File: config.mk
export PLATFORM = sky130hd
export DESIGN_NAME = fit_policy_block_allocator
export DESIGN_NICKNAME = d
export VERILOG_FILES = /design/src/sv/fpba_pkg.sv /design/src/sv/fpba_ram.sv /design/src/sv/fpba_front.sv /design/src/sv/fpba_back.sv /design/src/sv/fit_policy_block_allocator.sv
export SDC_FILE = /design/constraint.sdc
export NUM_CORES = 1
export LEC_CHECK = 0
export BUFFER_PORTS_ARGS = -buffer_cell sky130_fd_sc_hd__clkbuf_2
export CAP_MARGIN = 15
export CORE_MARGIN = 2
export CORE_UTILIZATION = 66
export CTS_CLUSTER_DIAMETER = 150
export DETAILED_ROUTE_END_ITERATION = 16
export PLACE_DENSITY_LB_ADDON = 0.25
export SETUP_SLACK_MARGIN = 0.4
export SLEW_MARGIN = 20
export SYNTH_ARGS = -nofsm -noshare
export SYNTH_HDL_FRONTEND = slang
export SYNTH_SLANG_ARGS = --single-unit
File: constraint.sdc
create_clock -name clk -period 8.3 [get_ports clk]
set_clock_uncertainty 0.15 [all_clocks]
set_input_delay 1.66 -clock clk [delete_from_list [all_inputs] [get_ports clk]]
set_output_delay 1.66 -clock clk [all_outputs]
set_load 0.03 [all_outputs]
File: src/sv/fpba_pkg.sv
`timescale 1ns / 1ps
`default_nettype none

package fpba_pkg;

  // Fixed widths of the stream fields.
  localparam int VALUE_W    = 16;
  localparam int INDEX_W    = 4;
  localparam int OUT_SIZE_W = 16;
  localparam int POLICY_W   = 2;

  // Defaults for the top-level parameters.
  localparam int DEF_MAX_BLOCKS = 16;
  localparam int DEF_SIZE_BITS  = 16;

  // Allocation policies. The unused code behaves as first fit.
  localparam logic [POLICY_W-1:0] POL_FIRST = 2'd0;
  localparam logic [POLICY_W-1:0] POL_BEST  = 2'd1;
  localparam logic [POLICY_W-1:0] POL_WORST = 2'd2;

  typedef enum logic [1:0] {
    CMD_LOAD    = 2'd0,
    CMD_ALLOC   = 2'd1,
    CMD_RESTORE = 2'd2,
    CMD_CLEAR   = 2'd3
  } cmd_t;

  typedef enum logic [1:0] {
    STAT_DONE  = 2'd0,
    STAT_ALLOC = 2'd1,
    STAT_NOFIT = 2'd2,
    STAT_FULL  = 2'd3
  } status_t;

  typedef enum logic [1:0] {
    ST_IDLE,
    ST_SWEEP,
    ST_DRAIN,
    ST_RESP
  } state_t;

  typedef struct packed {
    cmd_t               cmd;
    logic [VALUE_W-1:0] value;
  } item_t;

  typedef struct packed {
    status_t               status;
    logic [INDEX_W-1:0]    index;
    logic [OUT_SIZE_W-1:0] size;
  } result_t;

endpackage

`default_nettype wire

File: src/sv/fpba_ram.sv
`timescale 1ns / 1ps
`default_nettype none

module fpba_ram #(
  parameter int WIDTH = 16,
  parameter int DEPTH = 16
) (
  input  wire logic                     clk,
  input  wire logic                     wr_en,
  input  wire logic [$clog2(DEPTH)-1:0] wr_addr,
  input  wire logic [WIDTH-1:0]         wr_data,
  input  wire logic [$clog2(DEPTH)-1:0] rd_addr,
  output logic      [WIDTH-1:0]         rd_data
);

  logic [WIDTH-1:0] mem_r [DEPTH];
  logic [WIDTH-1:0] rd_data_r;

  always_ff @(posedge clk) begin
    if (wr_en) begin
      mem_r[wr_addr] <= wr_data;
    end
    rd_data_r <= mem_r[rd_addr];
  end

  assign rd_data = rd_data_r;

endmodule

`default_nettype wire

File: src/sv/fpba_front.sv
`timescale 1ns / 1ps
`default_nettype none

// Input side: decodes the command and holds up to two transactions so that
// the sender is not stalled while the back end is busy with a sweep.
module fpba_front (
  input  wire logic                          clk,
  input  wire logic                          rst_n,
  input  wire logic                          in_tvalid,
  output logic                               in_tready,
  input  wire logic [fpba_pkg::VALUE_W-1:0]  in_tdata,
  input  wire logic [1:0]                    in_tuser,
  output logic                               q_valid,
  output fpba_pkg::item_t                    q_item,
  input  wire logic                          q_pop
);

  fpba_pkg::item_t q_mem_r [2];
  logic            wr_ptr_r, wr_ptr_nxt;
  logic            rd_ptr_r, rd_ptr_nxt;
  logic [1:0]      fill_r, fill_nxt;
  logic            push;
  logic            pop;
  fpba_pkg::item_t new_item;

  assign in_tready = (fill_r != 2'd2);
  assign push      = in_tvalid && in_tready;
  assign q_valid   = (fill_r != 2'd0);
  assign pop       = q_pop && q_valid;
  assign q_item    = q_mem_r[rd_ptr_r];

  always_comb begin
    new_item.cmd   = fpba_pkg::cmd_t'(in_tuser);
    new_item.value = in_tdata;
  end

  always_comb begin
    wr_ptr_nxt = push ? ~wr_ptr_r : wr_ptr_r;
    rd_ptr_nxt = pop ? ~rd_ptr_r : rd_ptr_r;
    fill_nxt   = fill_r + {1'b0, push} - {1'b0, pop};
  end

  always_ff @(posedge clk) begin
    if (!rst_n) begin
      wr_ptr_r <= 1'b0;
      rd_ptr_r <= 1'b0;
      fill_r   <= 2'd0;
    end else begin
      wr_ptr_r <= wr_ptr_nxt;
      rd_ptr_r <= rd_ptr_nxt;
      fill_r   <= fill_nxt;
    end
  end

  always_ff @(posedge clk) begin
    if (push) begin
      q_mem_r[wr_ptr_r] <= new_item;
    end
  end

endmodule

`default_nettype wire

File: src/sv/fpba_back.sv
`timescale 1ns / 1ps
`default_nettype none

// Execution side: owns the block table and walks it one entry per cycle for
// allocation and restore, then commits the command into the result register.
module fpba_back #(
  parameter int MAX_BLOCKS = fpba_pkg::DEF_MAX_BLOCKS,
  parameter int SIZE_BITS  = fpba_pkg::DEF_SIZE_BITS
) (
  input  wire logic                          clk,
  input  wire logic                          rst_n,
  input  wire logic [fpba_pkg::POLICY_W-1:0] policy,
  input  wire logic                          q_valid,
  input  wire fpba_pkg::item_t               q_item,
  output logic                               q_pop,
  output logic                               out_tvalid,
  input  wire logic                          out_tready,
  output fpba_pkg::result_t                  out_res
);

  localparam int AW = $clog2(MAX_BLOCKS);
  localparam int CW = $clog2(MAX_BLOCKS + 1);

  fpba_pkg::state_t  state_r, state_nxt;
  fpba_pkg::cmd_t    cur_cmd_r;
  logic [SIZE_BITS-1:0] cur_val_r;
  logic [CW-1:0]     count_r, count_nxt;
  logic [CW-1:0]     scan_cnt_r;
  logic              rd_vld_r;
  logic [AW-1:0]     rd_idx_r;
  logic              pick_vld_r, pick_vld_nxt;
  logic [AW-1:0]     pick_idx_r, pick_idx_nxt;
  logic [SIZE_BITS-1:0] pick_size_r, pick_size_nxt;
  logic              out_vld_r;
  fpba_pkg::result_t out_res_r;
  fpba_pkg::result_t res;

  logic              sweep_issue;
  logic              last_issue;
  logic              commit;
  logic              full;
  logic              granted;
  logic              fits;
  logic              take;

  logic [SIZE_BITS-1:0] loaded_rd;
  logic [SIZE_BITS-1:0] rem_rd;
  logic                 ld_we;
  logic                 rem_we;
  logic [AW-1:0]        rem_waddr;
  logic [SIZE_BITS-1:0] rem_wdata;

  // Next state.
  always_comb begin
    state_nxt = state_r;
    case (state_r)
      fpba_pkg::ST_IDLE: begin
        if (q_valid) begin
          if ((q_item.cmd == fpba_pkg::CMD_ALLOC || q_item.cmd == fpba_pkg::CMD_RESTORE)
              && count_r != '0) begin
            state_nxt = fpba_pkg::ST_SWEEP;
          end else begin
            state_nxt = fpba_pkg::ST_RESP;
          end
        end
      end
      fpba_pkg::ST_SWEEP: begin
        if (last_issue) begin
          state_nxt = fpba_pkg::ST_DRAIN;
        end
      end
      fpba_pkg::ST_DRAIN: begin
        state_nxt = fpba_pkg::ST_RESP;
      end
      fpba_pkg::ST_RESP: begin
        if (commit) begin
          state_nxt = fpba_pkg::ST_IDLE;
        end
      end
      default: begin
        state_nxt = fpba_pkg::ST_IDLE;
      end
    endcase
  end

  // Control outputs of the sequencer.
  always_comb begin
    q_pop       = 1'b0;
    sweep_issue = 1'b0;
    commit      = 1'b0;
    case (state_r)
      fpba_pkg::ST_IDLE:  q_pop       = q_valid;
      fpba_pkg::ST_SWEEP: sweep_issue = 1'b1;
      fpba_pkg::ST_RESP:  commit      = !out_vld_r || out_tready;
      default: begin
      end
    endcase
  end

  assign last_issue = sweep_issue && (scan_cnt_r == count_r - CW'(1));
  assign full       = (count_r >= CW'(MAX_BLOCKS));

  // Candidate selection for the entry whose read data returns this cycle.
  assign fits = (rem_rd >= cur_val_r);
  always_comb begin
    case (policy)
      fpba_pkg::POL_BEST:  take = fits && (!pick_vld_r || rem_rd < pick_size_r);
      fpba_pkg::POL_WORST: take = !pick_vld_r || rem_rd > pick_size_r;
      default:             take = fits && !pick_vld_r;
    endcase
  end

  always_comb begin
    pick_vld_nxt  = pick_vld_r;
    pick_idx_nxt  = pick_idx_r;
    pick_size_nxt = pick_size_r;
    if (q_pop) begin
      pick_vld_nxt = 1'b0;
    end else if (rd_vld_r && cur_cmd_r == fpba_pkg::CMD_ALLOC && take) begin
      pick_vld_nxt  = 1'b1;
      pick_idx_nxt  = rd_idx_r;
      pick_size_nxt = rem_rd;
    end
  end

  assign granted = pick_vld_r && (cur_val_r != '0) &&
                   (policy != fpba_pkg::POL_WORST || pick_size_r >= cur_val_r);

  // Result of the current command, valid in the response state.
  always_comb begin
    res.status = fpba_pkg::STAT_DONE;
    res.index  = '0;
    res.size   = '0;
    case (cur_cmd_r)
      fpba_pkg::CMD_LOAD: begin
        if (full) begin
          res.status = fpba_pkg::STAT_FULL;
        end else begin
          res.index = fpba_pkg::INDEX_W'(count_r);
        end
      end
      fpba_pkg::CMD_ALLOC: begin
        if (granted) begin
          res.status = fpba_pkg::STAT_ALLOC;
          res.index  = fpba_pkg::INDEX_W'(pick_idx_r);
          res.size   = fpba_pkg::OUT_SIZE_W'(pick_size_r);
        end else begin
          res.status = fpba_pkg::STAT_NOFIT;
        end
      end
      default: begin
      end
    endcase
  end

  // Table writes: load and grant at commit, restore copies from the sweep.
  always_comb begin
    ld_we     = commit && cur_cmd_r == fpba_pkg::CMD_LOAD && !full;
    rem_we    = 1'b0;
    rem_waddr = count_r[AW-1:0];
    rem_wdata = cur_val_r;
    if (rd_vld_r && cur_cmd_r == fpba_pkg::CMD_RESTORE) begin
      rem_we    = 1'b1;
      rem_waddr = rd_idx_r;
      rem_wdata = loaded_rd;
    end else if (ld_we) begin
      rem_we = 1'b1;
    end else if (commit && cur_cmd_r == fpba_pkg::CMD_ALLOC && granted) begin
      rem_we    = 1'b1;
      rem_waddr = pick_idx_r;
      rem_wdata = '0;
    end
  end

  always_comb begin
    count_nxt = count_r;
    if (ld_we) begin
      count_nxt = count_r + CW'(1);
    end else if (commit && cur_cmd_r == fpba_pkg::CMD_CLEAR) begin
      count_nxt = '0;
    end
  end

  always_ff @(posedge clk) begin
    if (!rst_n) begin
      state_r    <= fpba_pkg::ST_IDLE;
      count_r    <= '0;
      rd_vld_r   <= 1'b0;
      pick_vld_r <= 1'b0;
      out_vld_r  <= 1'b0;
    end else begin
      state_r    <= state_nxt;
      count_r    <= count_nxt;
      rd_vld_r   <= sweep_issue;
      pick_vld_r <= pick_vld_nxt;
      if (commit) begin
        out_vld_r <= 1'b1;
      end else if (out_tready) begin
        out_vld_r <= 1'b0;
      end
    end
  end

  always_ff @(posedge clk) begin
    if (q_pop) begin
      cur_cmd_r  <= q_item.cmd;
      cur_val_r  <= SIZE_BITS'(q_item.value);
      scan_cnt_r <= '0;
    end else if (sweep_issue) begin
      scan_cnt_r <= scan_cnt_r + CW'(1);
    end
    rd_idx_r    <= scan_cnt_r[AW-1:0];
    pick_idx_r  <= pick_idx_nxt;
    pick_size_r <= pick_size_nxt;
    if (commit) begin
      out_res_r <= res;
    end
  end

  fpba_ram #(
    .WIDTH (SIZE_BITS),
    .DEPTH (MAX_BLOCKS)
  ) u_loaded_ram (
    .clk     (clk),
    .wr_en   (ld_we),
    .wr_addr (count_r[AW-1:0]),
    .wr_data (cur_val_r),
    .rd_addr (scan_cnt_r[AW-1:0]),
    .rd_data (loaded_rd)
  );

  fpba_ram #(
    .WIDTH (SIZE_BITS),
    .DEPTH (MAX_BLOCKS)
  ) u_remain_ram (
    .clk     (clk),
    .wr_en   (rem_we),
    .wr_addr (rem_waddr),
    .wr_data (rem_wdata),
    .rd_addr (scan_cnt_r[AW-1:0]),
    .rd_data (rem_rd)
  );

  assign out_tvalid = out_vld_r;
  assign out_res    = out_res_r;

`ifndef SYNTH
  // A table read returns only while a sweep is running or draining.
  a_rd_in_sweep: assert property (@(posedge clk) disable iff (!rst_n)
    rd_vld_r |-> (state_r == fpba_pkg::ST_SWEEP || state_r == fpba_pkg::ST_DRAIN))
    else $error("table read returned outside a sweep");

  // The sweep never addresses a slot beyond the loaded blocks.
  a_sweep_bound: assert property (@(posedge clk) disable iff (!rst_n)
    (state_r == fpba_pkg::ST_SWEEP) |-> (scan_cnt_r < count_r))
    else $error("sweep ran past the loaded blocks");

  // A granted block is always one of the loaded blocks.
  a_grant_loaded: assert property (@(posedge clk) disable iff (!rst_n)
    (commit && cur_cmd_r == fpba_pkg::CMD_ALLOC && granted) |-> (CW'(pick_idx_r) < count_r))
    else $error("grant of an unloaded block");

  // Clearing the table empties it.
  a_clear_empties: assert property (@(posedge clk) disable iff (!rst_n)
    (commit && cur_cmd_r == fpba_pkg::CMD_CLEAR) |=> (count_r == '0))
    else $error("table not empty after clear");
`endif

endmodule

`default_nettype wire

File: src/sv/fit_policy_block_allocator.sv
// Fit-policy block allocator.
// Commands arrive on the in_ stream: in_tuser carries the command (load a
// block size, allocate a request, restore all blocks, clear the table) and
// in_tdata the size. Each command returns exactly one transaction on the out_
// stream with a status in out_tuser and the block index and size in out_tdata.
// The policy register (first, best or worst fit) is written through cfg_wr_en and
// cfg_wr_data only while no command is in flight, a rule for the user that the block does not enforce.
// Load and clear go from idle straight to the response state. Allocate and
// restore first pass through a sweep over the N loaded blocks and a drain state,
// because the table is walked one entry per cycle through a registered RAM
// read; with no blocks loaded they go straight to the response state as well.
// A two-entry queue sits between the input side and the execution unit, so
// up to two further commands are taken while one is being worked on. The
// result sits in an output register; when the receiver holds out_tready low
// the unit waits with the next result until the register is free.
// Reset empties the queue and the table and sets the policy to first fit.
`timescale 1ns / 1ps
`default_nettype none

module fit_policy_block_allocator #(
  parameter int MAX_BLOCKS = fpba_pkg::DEF_MAX_BLOCKS,
  parameter int SIZE_BITS  = fpba_pkg::DEF_SIZE_BITS
) (
  input  wire logic        clk,
  input  wire logic        rst_n,
  input  wire logic        in_tvalid,
  output logic             in_tready,
  input  wire logic [15:0] in_tdata,    // [15:0] size_value
  input  wire logic [1:0]  in_tuser,    // [1:0] command
  output logic             out_tvalid,
  input  wire logic        out_tready,
  output logic [23:0]      out_tdata,   // [3:0] block_index, [19:4] block_size, rest zero
  output logic [1:0]       out_tuser,   // [1:0] status
  input  wire logic        cfg_wr_en,
  input  wire logic [1:0]  cfg_wr_data  // [1:0] fit_policy
);

  // Policy register; the user must write it only while the unit is idle; the block does not enforce it.
  logic [fpba_pkg::POLICY_W-1:0] policy_r;

  fpba_pkg::item_t   q_item;
  logic              q_valid;
  logic              q_pop;
  fpba_pkg::result_t res;

  always_ff @(posedge clk) begin
    if (!rst_n) begin
      policy_r <= fpba_pkg::POL_FIRST;
    end else if (cfg_wr_en) begin
      policy_r <= cfg_wr_data;
    end
  end

  fpba_front u_front (
    .clk       (clk),
    .rst_n     (rst_n),
    .in_tvalid (in_tvalid),
    .in_tready (in_tready),
    .in_tdata  (in_tdata),
    .in_tuser  (in_tuser),
    .q_valid   (q_valid),
    .q_item    (q_item),
    .q_pop     (q_pop)
  );

  fpba_back #(
    .MAX_BLOCKS (MAX_BLOCKS),
    .SIZE_BITS  (SIZE_BITS)
  ) u_back (
    .clk        (clk),
    .rst_n      (rst_n),
    .policy     (policy_r),
    .q_valid    (q_valid),
    .q_item     (q_item),
    .q_pop      (q_pop),
    .out_tvalid (out_tvalid),
    .out_tready (out_tready),
    .out_res    (res)
  );

  // Pack the result fields, lowest field first.
  assign out_tdata = {4'b0000, res.size, res.index};
  assign out_tuser = res.status;

endmodule

`default_nettype wire
==> out/qor.txt <==
Status = finished clean
Syn Std Cell Area = 26,100 um^2
Die Y = 202.9 um
WP data required = 8.39 ns
Max-Cap Viols = 0
Fin util = 0.7603
CTS clock-pin slew for the worst setup and hold paths = 0.07 ns
Crit share post-route = 0.5224
WP data arrival = 4.43 ns
Syn Inst Count = 1,300
Seq cells post-synth = 666
First-pass GRT wire length = 89,450 um
Slew @ Worst Pin = 1.207 ns
Initial antenna violation count = 1
CP max FO = 24
Die Wd = 202.9 um
Total track usage = 0.3053
Number of placed cells counting well taps = 1,856
Dpl cell area = 27,260 um^2
Share of layout cells above drive strength 1 = 0.2939
Root buffer cell = clkbuf_16
Synthesized area per cell = 20.08 um^2
CTS sink count = 666
Switching portion of total power = 0.2775
Slew HR = 0.1951
Clock period minus worst slack = 4.336 ns
Hold Crit Class = reg -> reg
Largest net degree at the start of global routing = 69
Seq/Total Area, Yosys = 0.7440
Clock network power share = 0.319
Synth warnings = 0
Post-cts sizing count = 0
IO Port Bufs = 48
Vias in the first global route = 13,510
Final slew viol count = 0
Rows = 72
Post-DRT Antenna Nets = 0
Initial DRC Count = 2,126
Power per cell area = 317.9 nW/um^2
Worst Reg-to-Reg Cells = 10
Total die area = 41,150 um^2
Critical path launch point type = register
Internal = 0.006781 W
Sw power = 0.002605 W
Via count = 13,630
Fin cells = 1,971
WHS = 0.2831 ns
Register share of total power = 0.479
Num CTS Buffers = 60
Comb power frac = 0.202
Routability cong. = 0.8962
Clock Path Buffers = 3
Total gr overflow = 0
Unique cell type count in the Yosys netlist = 54
Initial DRT Pass Iterations = 7
Hpwl dp = 36,190 um
Core Area = 38,830 um^2
WL per Instance = 30.87 um
IR drop worst, VDD = 289.8 uV
Cell area after layout = 29,520 um^2
Fmax = 230.6 MHz
Post-CTS Setup Inserts = 0
Post-synth EDFFs = 608
CTS tree = built
P_leak = 9.712 nW
Routed Wire Length = 60,850 um
Area Growth Syn to Fin = 13.11%
Final hold viol count = 0
Routed vias/inst = 6.917
Post-Route Setup TNS = 0 ns
Hold Buf Count CTS = 0
Setup violations, final = 0
Post-route DRC = 0
IO Pins = 53
Unrepaired setup endpoints after global routing = false
Worst skew pair latency = 0.62 ns
Nets@finish = 1,486
Ant diodes = 0
Hold Path Cell Cnt = 0
H-Tree Depth = 2
Critical Path End Type = register
Commonest register cell after synthesis = edfxtp_1
Asr flop ratio synth = 0
Kind of critical path = reg -> reg
Starting Density = 0.6722
area by class of cell:
cell class,instances,area [um^2]
multi-input combinational,529,6446
sequential,666,19430
clock inverter,22,332.8
timing repair buffer,98,626.9
tap,518,648.1
clock buffer,92,1867
fill,1999,9305
inverter,46,172.7
Yosys cell counts, types with 3 or more instances:
cell	count	area, um^2
ha_1	60	750.7
mux4_2	160	3603
o31ai_1	15	112.6
nor4_1	20	125.1
buf_4	4	30.03
nand3_1	11	55.05
nand2b_1	8	50.05
nand2_1	41	153.9
a21o_1	12	90.09
a21oi_1	20	100.1
a22o_1	5	43.79
clkbuf_1	35	131.4
buf_1	10	37.54
mux2_2	20	225.2
edfxtp_1	608	18260
nor3_1	24	120.1
nand4_1	9	56.30
o211ai_1	3	22.52
xnor2_1	6	52.55
xor2_1	7	61.31
o21ai_0	12	60.06
and2_1	3	18.77
a22oi_1	3	22.52
inv_1	46	172.7
nor2_1	43	161.4
buf_2	12	60.06
dfxtp_1	58	1161
nor2b_1	4	25.02
mux2i_1	5	50.05
or2_2	3	18.77
a211oi_1	4	30.03
registers in the layout, summed over array words and instances, names as in the netlist, 4 cells and up, named ones only:
| register | flops |
|---|---|
| u_back.u_loaded_ram.mem_r | 256 |
| u_back.u_remain_ram.mem_r | 256 |
| u_front.q_mem_r | 36 |
| u_back.out_res | 22 |
| u_back.cur_val_r | 16 |
| u_back.pick_size_r | 16 |
| u_back.u_loaded_ram.rd_data | 16 |
| u_back.u_remain_ram.rd_data | 16 |
| u_back.count_r | 5 |
| u_back.scan_cnt_r | 5 |
| u_back.pick_idx_r | 4 |
| u_back.rd_idx_r | 4 |
placed cells by master, fill, tap and decap left out, types with 21 or more instances in the layout:
cell type,n
inv_1,46
edfxtp_1,608
clkbuf_16,64
dfxtp_1,54
nor2_1,34
nor3_2,21
ha_1,60
nand2_1,41
mux4_2,160
buf_4,48
clkbuf_2,48
worst max-delay path, stage by stage (launching register included):
cell	delay (ns)
edfxtp_1	0.80
inv_1	0.25
ha_1	0.40
nand4_1	0.14
nor3_2	0.26
a32oi_1	0.17
a21oi_2	0.16
buf_4	0.29
a21oi_1	0.17
a21o_1	0.39
nor3_4	0.76
power groups by stage:
stage	clock, W	sequential, W	combinational, W
after floorplan	0	0.00438	0.00129
after global placement	0	0.00455	0.00180
after detailed placement	0	0.00456	0.00185
after CTS	0.00302	0.00449	0.00188
after global routing	0.00313	0.00453	0.00201
final	0.00299	0.00450	0.00189
logic make-up (layout without fill, tap and decap cells):
kind of cell / Yosys count / in the layout / synth area share
mux: 185 / 185 / 0.1486
buf+inv: 108 / 258 / 0.01697
flops: 666 / 666 / 0.7440
simple gates: 177 / 177 / 0.03370
compound gates: 90 / 90 / 0.02349
other cells: 1 / 4 / 0.0001437
xor+xnor: 13 / 13 / 0.004362
fa+ha+maj: 60 / 60 / 0.02876
final timing paths:
| path | end | startpoint | slack (ns) |
|---|---|---|---|
| setup / recovery | u_back.u_remain_ram.mem_r[6][6] | u_back.cur_val_r[14] | 3.96 |
| hold / removal | u_back.pick_size_r[0] | u_back.u_remain_ram.rd_data[0] | 0.28 |
| setup reg to reg | u_back.u_remain_ram.mem_r[6][6] | u_back.cur_val_r[14] | 3.96 |
| hold reg to reg | u_back.pick_size_r[0] | u_back.u_remain_ram.rd_data[0] | 0.28 |
stage by stage:
step                      setup slack, ns  power [W]
after floorplan                     2.641   0.005671
after global placement              3.354   0.006343
after detailed placement            3.551   0.006408
after CTS                           4.016   0.009395
after global routing                3.753   0.009677
final                               3.964   0.009385
routing by layer:
layer	wire length, um	global-route usage	vias to the layer above
met1	23340	0.4636	6962
li1	-	-	5506
met2	28270	0.4645	1006
met3	6900	0.05120	160
met4	2342	0.1022	0
met5	0	0	-
No activity file was read; power rests on OpenSTA's default activity.
